===== src/sv/i2rt_pkg.sv =====
// ----------------------------------------------------------------------------
// i2rt_pkg - shared definitions for the integer to radix text converter
// Sequencer states, register limits, character codes and the digit lookup.
// ----------------------------------------------------------------------------
package i2rt_pkg;

	localparam int unsigned VALUE_BITS_DEF = 32;
	localparam int unsigned RADIX_W        = 6;
	localparam int unsigned CHAR_W         = 8;

	// Quotient bits produced by the shared divider in one cycle
	localparam int unsigned STEP_BITS      = 4;

	localparam logic [RADIX_W-1:0] RADIX_RESET = 6'd10;
	localparam logic [RADIX_W-1:0] RADIX_MIN   = 6'd2;
	localparam logic [RADIX_W-1:0] RADIX_MAX   = 6'd36;
	localparam logic [RADIX_W-1:0] RADIX_DEC   = 6'd10;

	localparam logic [CHAR_W-1:0] MINUS_CHAR   = 8'h2D;
	localparam logic [CHAR_W-1:0] ZERO_CHAR    = 8'h30;
	localparam logic [CHAR_W-1:0] ALPHA_CHAR   = 8'h41;
	localparam logic [RADIX_W-1:0] DIGIT_TEN   = 6'd10;
	localparam logic [RADIX_W-1:0] DIGIT_TOP   = 6'd35;

	typedef enum logic [1:0] {
		ST_IDLE,
		ST_DIVIDE,
		ST_EMIT
	} i2rt_state_t;

	// Map a digit value to '0'-'9' or 'A'-'Z'; values past 35 show as 'Z'
	function automatic logic [CHAR_W-1:0] digit_char(input logic [RADIX_W-1:0] d);
		logic [RADIX_W-1:0] c;
		c = (d > DIGIT_TOP) ? DIGIT_TOP : d;
		if (c < DIGIT_TEN)
			return ZERO_CHAR + CHAR_W'(c);
		else
			return ALPHA_CHAR + CHAR_W'(c - DIGIT_TEN);
	endfunction

endpackage


===== src/sv/integer_to_radix_text.sv =====
// ----------------------------------------------------------------------------
// integer_to_radix_text - signed integer to ASCII text in radix 2 to 36
// Converts one integer per request into its digit characters, most
// significant first, with the final character flagged by last.
// ----------------------------------------------------------------------------
// Usage:
//   Input channel (in_valid/in_ready/value) takes one request at a time.
//   in_ready is high only while the sequencer is idle; it may be high while
//   the final character of the previous request still waits at the output.
//   Output channel (out_valid/out_ready/character/last) carries one ASCII
//   character per transfer; last marks the final digit of a request.
//   radix_wr_en/radix writes the number base; writes below 2 or above 36 are
//   clamped. Only in radix 10 does a negative value get a leading '-'.
// Conversion:
//   A shared restoring divider makes STEP_BITS quotient bits per cycle, so
//   each digit takes one full pass of the dividend through the divider.
//   A request is divided digit by digit; then its characters ('-' first,
//   if any) are sent, and no new request is taken until its final
//   character has been loaded into the output register.
// Reset and stall:
//   arst_n clears the sequencer and output valid and sets the radix to 10.
//   A stalled receiver holds the output register and pauses the digit
//   readout; the division phase does not depend on out_ready.
// ----------------------------------------------------------------------------
module integer_to_radix_text #(
	parameter int unsigned VALUE_BITS = i2rt_pkg::VALUE_BITS_DEF
) (
	input  logic                          clk,
	input  logic                          arst_n,
	input  logic                          radix_wr_en,
	input  logic [i2rt_pkg::RADIX_W-1:0]  radix,
	input  logic                          in_valid,
	output logic                          in_ready,
	input  logic signed [VALUE_BITS-1:0]  value,
	output logic                          out_valid,
	input  logic                          out_ready,
	output logic [i2rt_pkg::CHAR_W-1:0]   character,
	output logic                          last
);
	import i2rt_pkg::*;

	localparam int unsigned STEPS      = (VALUE_BITS + STEP_BITS - 1) / STEP_BITS;
	localparam int unsigned DIV_W      = STEPS * STEP_BITS;
	localparam int unsigned STEP_CNT_W = (STEPS > 1) ? $clog2(STEPS) : 1;
	localparam int unsigned IDX_W      = $clog2(VALUE_BITS);
	localparam logic [STEP_CNT_W-1:0] STEP_LAST = STEP_CNT_W'(STEPS - 1);
	localparam logic [IDX_W-1:0]      IDX_LAST  = IDX_W'(VALUE_BITS - 1);

	i2rt_state_t state_q, state_nxt;

	logic [RADIX_W-1:0]    radix_q;
	logic [DIV_W-1:0]      div_q;        // dividend shifting out, quotient in
	logic [RADIX_W-1:0]    rem_q;        // partial remainder, below radix
	logic [STEP_CNT_W-1:0] step_q;
	logic [IDX_W-1:0]      wr_idx_q;
	logic [IDX_W-1:0]      rd_idx_q;
	logic                  sign_pend_q;  // '-' still to be sent
	logic                  out_valid_q;
	logic [CHAR_W-1:0]     char_q;
	logic                  last_q;

	// Digit store, least significant digit first
	logic [RADIX_W-1:0]    digit_mem [VALUE_BITS];

	logic [DIV_W-1:0]      div_nxt;
	logic [RADIX_W-1:0]    rem_nxt;
	logic [VALUE_BITS-1:0] mag;
	logic                  is_neg;
	logic                  start;
	logic                  digit_done;
	logic                  conv_done;
	logic                  load_out;
	logic                  emit_end;

	// Shared divider: STEP_BITS restoring steps on the narrow remainder
	always_comb begin
		logic [RADIX_W:0] trial;
		div_nxt = div_q;
		rem_nxt = rem_q;
		for (int j = 0; j < int'(STEP_BITS); j++) begin
			trial = {rem_nxt, div_nxt[DIV_W-1]};
			if (trial >= {1'b0, radix_q}) begin
				rem_nxt = RADIX_W'(trial - {1'b0, radix_q});
				div_nxt = {div_nxt[DIV_W-2:0], 1'b1};
			end else begin
				rem_nxt = trial[RADIX_W-1:0];
				div_nxt = {div_nxt[DIV_W-2:0], 1'b0};
			end
		end
	end

	// Sign handling: only decimal shows a minus sign
	assign is_neg = (radix_q == RADIX_DEC) && value[VALUE_BITS-1];
	assign mag    = is_neg ? (VALUE_BITS'(0) - VALUE_BITS'(value)) : VALUE_BITS'(value);

	assign in_ready   = (state_q == ST_IDLE);
	assign start      = in_valid && in_ready;
	assign digit_done = (state_q == ST_DIVIDE) && (step_q == STEP_LAST);
	assign conv_done  = digit_done && ((div_nxt == '0) || (wr_idx_q == IDX_LAST));
	assign load_out   = (state_q == ST_EMIT) && (!out_valid_q || out_ready);
	assign emit_end   = load_out && !sign_pend_q && (rd_idx_q == '0);

	always_ff @(posedge clk or negedge arst_n) begin
		if (!arst_n) begin
			state_q <= ST_IDLE;
		end else begin
			state_q <= state_nxt;
		end
	end

	always_comb begin
		state_nxt = state_q;
		case (state_q)
			ST_IDLE: begin
				if (start)
					state_nxt = ST_DIVIDE;
			end
			ST_DIVIDE: begin
				if (conv_done)
					state_nxt = ST_EMIT;
			end
			ST_EMIT: begin
				if (emit_end)
					state_nxt = ST_IDLE;
			end
			default: state_nxt = ST_IDLE;
		endcase
	end

	// Radix register, clamped on write
	always_ff @(posedge clk or negedge arst_n) begin
		if (!arst_n) begin
			radix_q <= RADIX_RESET;
		end else if (radix_wr_en) begin
			if (radix < RADIX_MIN)
				radix_q <= RADIX_MIN;
			else if (radix > RADIX_MAX)
				radix_q <= RADIX_MAX;
			else
				radix_q <= radix;
		end
	end

	// Control state of the divider and readout
	always_ff @(posedge clk or negedge arst_n) begin
		if (!arst_n) begin
			step_q      <= '0;
			wr_idx_q    <= '0;
			rd_idx_q    <= '0;
			sign_pend_q <= 1'b0;
			out_valid_q <= 1'b0;
		end else begin
			if (start) begin
				step_q      <= '0;
				wr_idx_q    <= '0;
				sign_pend_q <= is_neg;
			end else if (state_q == ST_DIVIDE) begin
				step_q <= digit_done ? '0 : step_q + 1'b1;
				if (conv_done)
					rd_idx_q <= wr_idx_q;
				else if (digit_done)
					wr_idx_q <= wr_idx_q + 1'b1;
			end
			if (load_out) begin
				out_valid_q <= 1'b1;
				if (sign_pend_q)
					sign_pend_q <= 1'b0;
				else if (rd_idx_q != '0)
					rd_idx_q <= rd_idx_q - 1'b1;
			end else if (out_ready) begin
				out_valid_q <= 1'b0;
			end
		end
	end

	// Datapath: dividend, remainder, digit store and output register
	always_ff @(posedge clk) begin
		if (start) begin
			div_q <= DIV_W'(mag);
			rem_q <= '0;
		end else if (state_q == ST_DIVIDE) begin
			div_q <= div_nxt;
			// start the next digit from a clear remainder
			rem_q <= digit_done ? '0 : rem_nxt;
			if (digit_done)
				digit_mem[wr_idx_q] <= rem_nxt;
		end
		if (load_out) begin
			if (sign_pend_q) begin
				char_q <= MINUS_CHAR;
				last_q <= 1'b0;
			end else begin
				char_q <= digit_char(digit_mem[rd_idx_q]);
				last_q <= (rd_idx_q == '0);
			end
		end
	end

	assign out_valid = out_valid_q;
	assign character = char_q;
	assign last      = last_q;

`ifndef SYNTHESIS
	a_rem_below_radix: assert property (@(posedge clk) disable iff (!arst_n)
		(state_q == ST_DIVIDE) |-> (rem_q < radix_q))
		else $error("divider remainder not below radix");

	a_start_divides: assert property (@(posedge clk) disable iff (!arst_n)
		(in_valid && in_ready) |=> (state_q == ST_DIVIDE))
		else $error("accepted request did not enter division");

	a_minus_not_last: assert property (@(posedge clk) disable iff (!arst_n)
		(out_valid && (character == MINUS_CHAR)) |-> !last)
		else $error("minus sign flagged as last character");

	a_end_flags_last: assert property (@(posedge clk) disable iff (!arst_n)
		emit_end |=> (state_q == ST_IDLE) && out_valid && last)
		else $error("final digit not flagged or sequencer not idle");
`endif

endmodule


===== config.mk =====
export PLATFORM = sky130hd
export DESIGN_NAME = integer_to_radix_text
export DESIGN_NICKNAME = d
export VERILOG_FILES = /design/src/sv/i2rt_pkg.sv /design/src/sv/integer_to_radix_text.sv
export SDC_FILE = /design/constraint.sdc
export NUM_CORES = 1
export LEC_CHECK = 0
export BUFFER_PORTS_ARGS = -buffer_cell sky130_fd_sc_hd__buf_4
export CAP_MARGIN = 10
export CORE_UTILIZATION = 25
export CTS_CLUSTER_DIAMETER = 30
export DETAILED_ROUTE_END_ITERATION = 6
export SLEW_MARGIN = 20
export SYNTH_ARGS = -nofsm -noshare
export SYNTH_HDL_FRONTEND = slang
export SYNTH_SLANG_ARGS = --single-unit

===== constraint.sdc =====
create_clock -name clk -period 7.3 [get_ports clk]
set_input_delay 1.46 -clock clk [delete_from_list [all_inputs] [get_ports clk]]
set_output_delay 1.46 -clock clk [all_outputs]
set_load 0.1 [all_outputs]

==> reports/qor.csv <==
metric;value;unit
vias;8896;
yosys.area.top_type;edfxtp_1;
rsz0062_at_grt;yes;
cap_violations;0;
fin_util;32.2;%
core-area;0.0515;mm2
wl_per_cell;18.2;um
critPathCaptureType;flop;
yosysUniqueCellTypes;81;
report.final.setup_viol;0;
gp_congestion;0.882;
antenna_found_initial;0;
ys_seq_elements;262;
min_path_cells;1;
syn_to_final_growth;26.7;%
period_minus_slack;7020;ps
r2r_slack;280;ps
antennaDiodeCount;0;
synthFlopType;edfxtp_1;
synth_top_cell_area_share;53.5;%
htree_num_levels;2;
dpl.hpwl;22100;um
clockRootBuffer;clkbuf_16;
start_util;25.4;%
fin_skew;45.6;ps
finalWirelength;33700;um
ant_nets;0;
async_flop_share;8.78;%
r2r_end;digit_mem[19][4]$_DFFE_PP_;
vias_per_cell;4.82;
syn_nets;1086;
totalNegativeSetupSlack;0;ps
period_share;96.2;%
hold_path_class;reg2reg;
avgSynthCellArea;13.0;um2
maxSlewViolCount;0;
clockBufferDepth;3;
critical-path-max-stage-delay;530;ps
portBuffers;53;
clk_transition_reported_paths;50;ps
cts_tree;built;
die_h;231;um
syn_inst;1003;
syn_area;0.0131;mm2
rows;83;
dieArea;0.0532;mm2
grt_max_degree;64;
grt_pass1_vias;8764;
dr.first_iter.drc_count;753;
nets;1207;
whs_endpoint;step_q[1]$_DFFE_PN0P_;
numCtsBuffers;49;
worst_setup_path_start_kind;flop;
cts_hold_buffers;0;
cp.arrival;7300;ps
clock_latency;580;ps
grt_util_all_layers;12.2;%
post_route_cells_drive_above_1_share;24.4;%
overflow;0;
max_freq;0.142;GHz
drcViolationCount;0;
fin_area;0.0166;mm2
whs;512;ps
crit_type;reg2reg;
ys_warn_count;0;
slew_headroom;35.4;%
die_w;231;um
hp-start;step_q[1]$_DFFE_PN0P_;
synth_top_cells_by_area;edfxtp_1 54%, mux4_2 5.7%, dfrtp_1 4.0%;
cts.sinks;262;
drt_pass1_iterations;5;
status;finished clean;
rr_startpoint;radix_q[3]$_DFFE_PN1P_;
ios;54;
worst_pin_slew;966;ps
cp_slowest_cell;dfstp_2;
finalHoldViolations;0;
cp_max_fo;32;
placed_area;0.0144;mm2
synth_edf_count;233;
rr_worst_depth;31;
cp_common_cell;buf_4;
ys_seq_area_share;58.8;%
grt_pass1_wl;50700;um
critPathRequiredTime;7580;ps
-- logic make-up (layout without fill, tap and decap cells) --
group,Yosys count,after routing,share of synthesized area (%)
AND/OR/NAND/NOR,297,298,11.3
flip-flops,262,262,58.8
AO/OA/AOI/OAI,203,204,10.7
multiplexers,82,84,9.62
buffers and inverters,76,234,2.70
XOR/XNOR,42,42,2.81
adder cells (fa/ha/maj),40,40,4.06
other,1,1,0.0287
-- sequential cells by signal, summed over array words and instances (netlist names) --
name / cells
step_q: 3
last: 1
state_q: 2
digit_mem: 192
rem_q: 6
sign_pend_q: 1
out_valid: 1
character: 8
rd_idx_q: 5
radix_q: 6
wr_idx_q: 5
div_q: 32
-- how the worst max path moves through the flow --
stage / start / end / slack [ps] / cells past startpoint
2_1_floorplan: radix_q[1]$_DFFE_PN1P_ / digit_mem[0][5]$_DFFE_PP_ / 30 / 29
3_3_place_gp: radix_q[3]$_DFFE_PN1P_ / digit_mem[21][1]$_DFFE_PP_ / 90 / 28
3_5_place_dp: radix_q[3]$_DFFE_PN1P_ / digit_mem[29][1]$_DFFE_PP_ / -150 / 29
4_1_cts: radix_q[3]$_DFFE_PN1P_ / rd_idx_q[2]$_DFF_PN0_ / 3 / 29
5_1_grt: radix_q[3]$_DFFE_PN1P_ / digit_mem[11][2]$_DFFE_PP_ / -60 / 31
6_report: radix_q[3]$_DFFE_PN1P_ / digit_mem[19][4]$_DFFE_PP_ / 280 / 31
-- area by class of cell --
| type | instances | area [um2] |
|---|---|---|
| clock inverters | 38 | 443 |
| inverters | 34 | 128 |
| repair buffers | 108 | 881 |
| multi-input cells | 669 | 5320 |
| fillers | 5115 | 34900 |
| flip-flops and latches | 262 | 7700 |
| well taps | 680 | 851 |
| clock buffers | 54 | 1250 |
-- through the flow --
| step | setup slack (ps) | instances |
|---|---|---|
| 3_3_place_gp | 92.3 | 1730 |
| 6_report | 277 | 1845 |
| 5_1_grt | -56.9 | 1845 |
| 4_1_cts | 3.30 | 1823 |
| 2_1_floorplan | 33.8 | 1003 |
| 3_5_place_dp | -154 | 1730 |
-- cell usage after synthesis, types with 8 or more instances --
cell and instances:
o31ai_1 8, nand2b_1 13, a21oi_1 34, nand3_1 22, nor2_1 73, clkbuf_1 22, mux4_2 33, edfxtp_1 233
inv_1 33, o21ai_0 53, xor2_1 19, nor4_1 13, mux2i_1 39, ha_1 36, nor3_1 16, o211ai_1 11
xnor2_1 23, o21ai_1 10, nand4_1 8, nor2b_1 15, dfrtp_1 21, a22oi_1 19, buf_2 9, a21o_1 9
and3_1 10, nand2_1 83
-- worst max-delay path: cells and delay by family, from the launching register on --
kind | cells | cell delay, ps
compound gates | 13 | 2690
buf+inv | 8 | 1270
fa+ha+maj | 4 | 1130
simple gates | 5 | 750
flops | 1 | 530
mux | 1 | 370
-- per-layer routing --
metal	track usage (%)	routed length, um
met5	0	76
met4	3.37	636
met3	1.88	1710
met2	20.1	16100
met1	16.6	15100
-- what timing repair did --
action,4_1_cts,5_1_grt
endpoints found under the setup margin,64,211
resized for setup,3,38
buffers inserted,0,19
gates cloned,1,3
pin swaps,1,17
-- layout by cell type (no fill, tap or decap), drive strengths merged, types with 13 or more instances in the layout --
| master | count |
|---|---|
| clkinv | 23 |
| xor2 | 19 |
| o21ai | 64 |
| nor2 | 75 |
| nand3 | 22 |
| clkbuf | 54 |
| a21oi | 34 |
| ha | 36 |
| nand2b | 13 |
| edfxtp | 233 |
| xnor2 | 23 |
| dfrtp | 21 |
| buf | 108 |
| nor4 | 13 |
| mux2i | 40 |
| a22oi | 19 |
| inv | 37 |
| nor3 | 18 |
| mux4 | 33 |
| nor2b | 15 |
| nand2 | 83 |
Power is left out: the tool's default activity adds up to more than one toggle a clock period on the data nets, which glitch-free logic cannot reach.
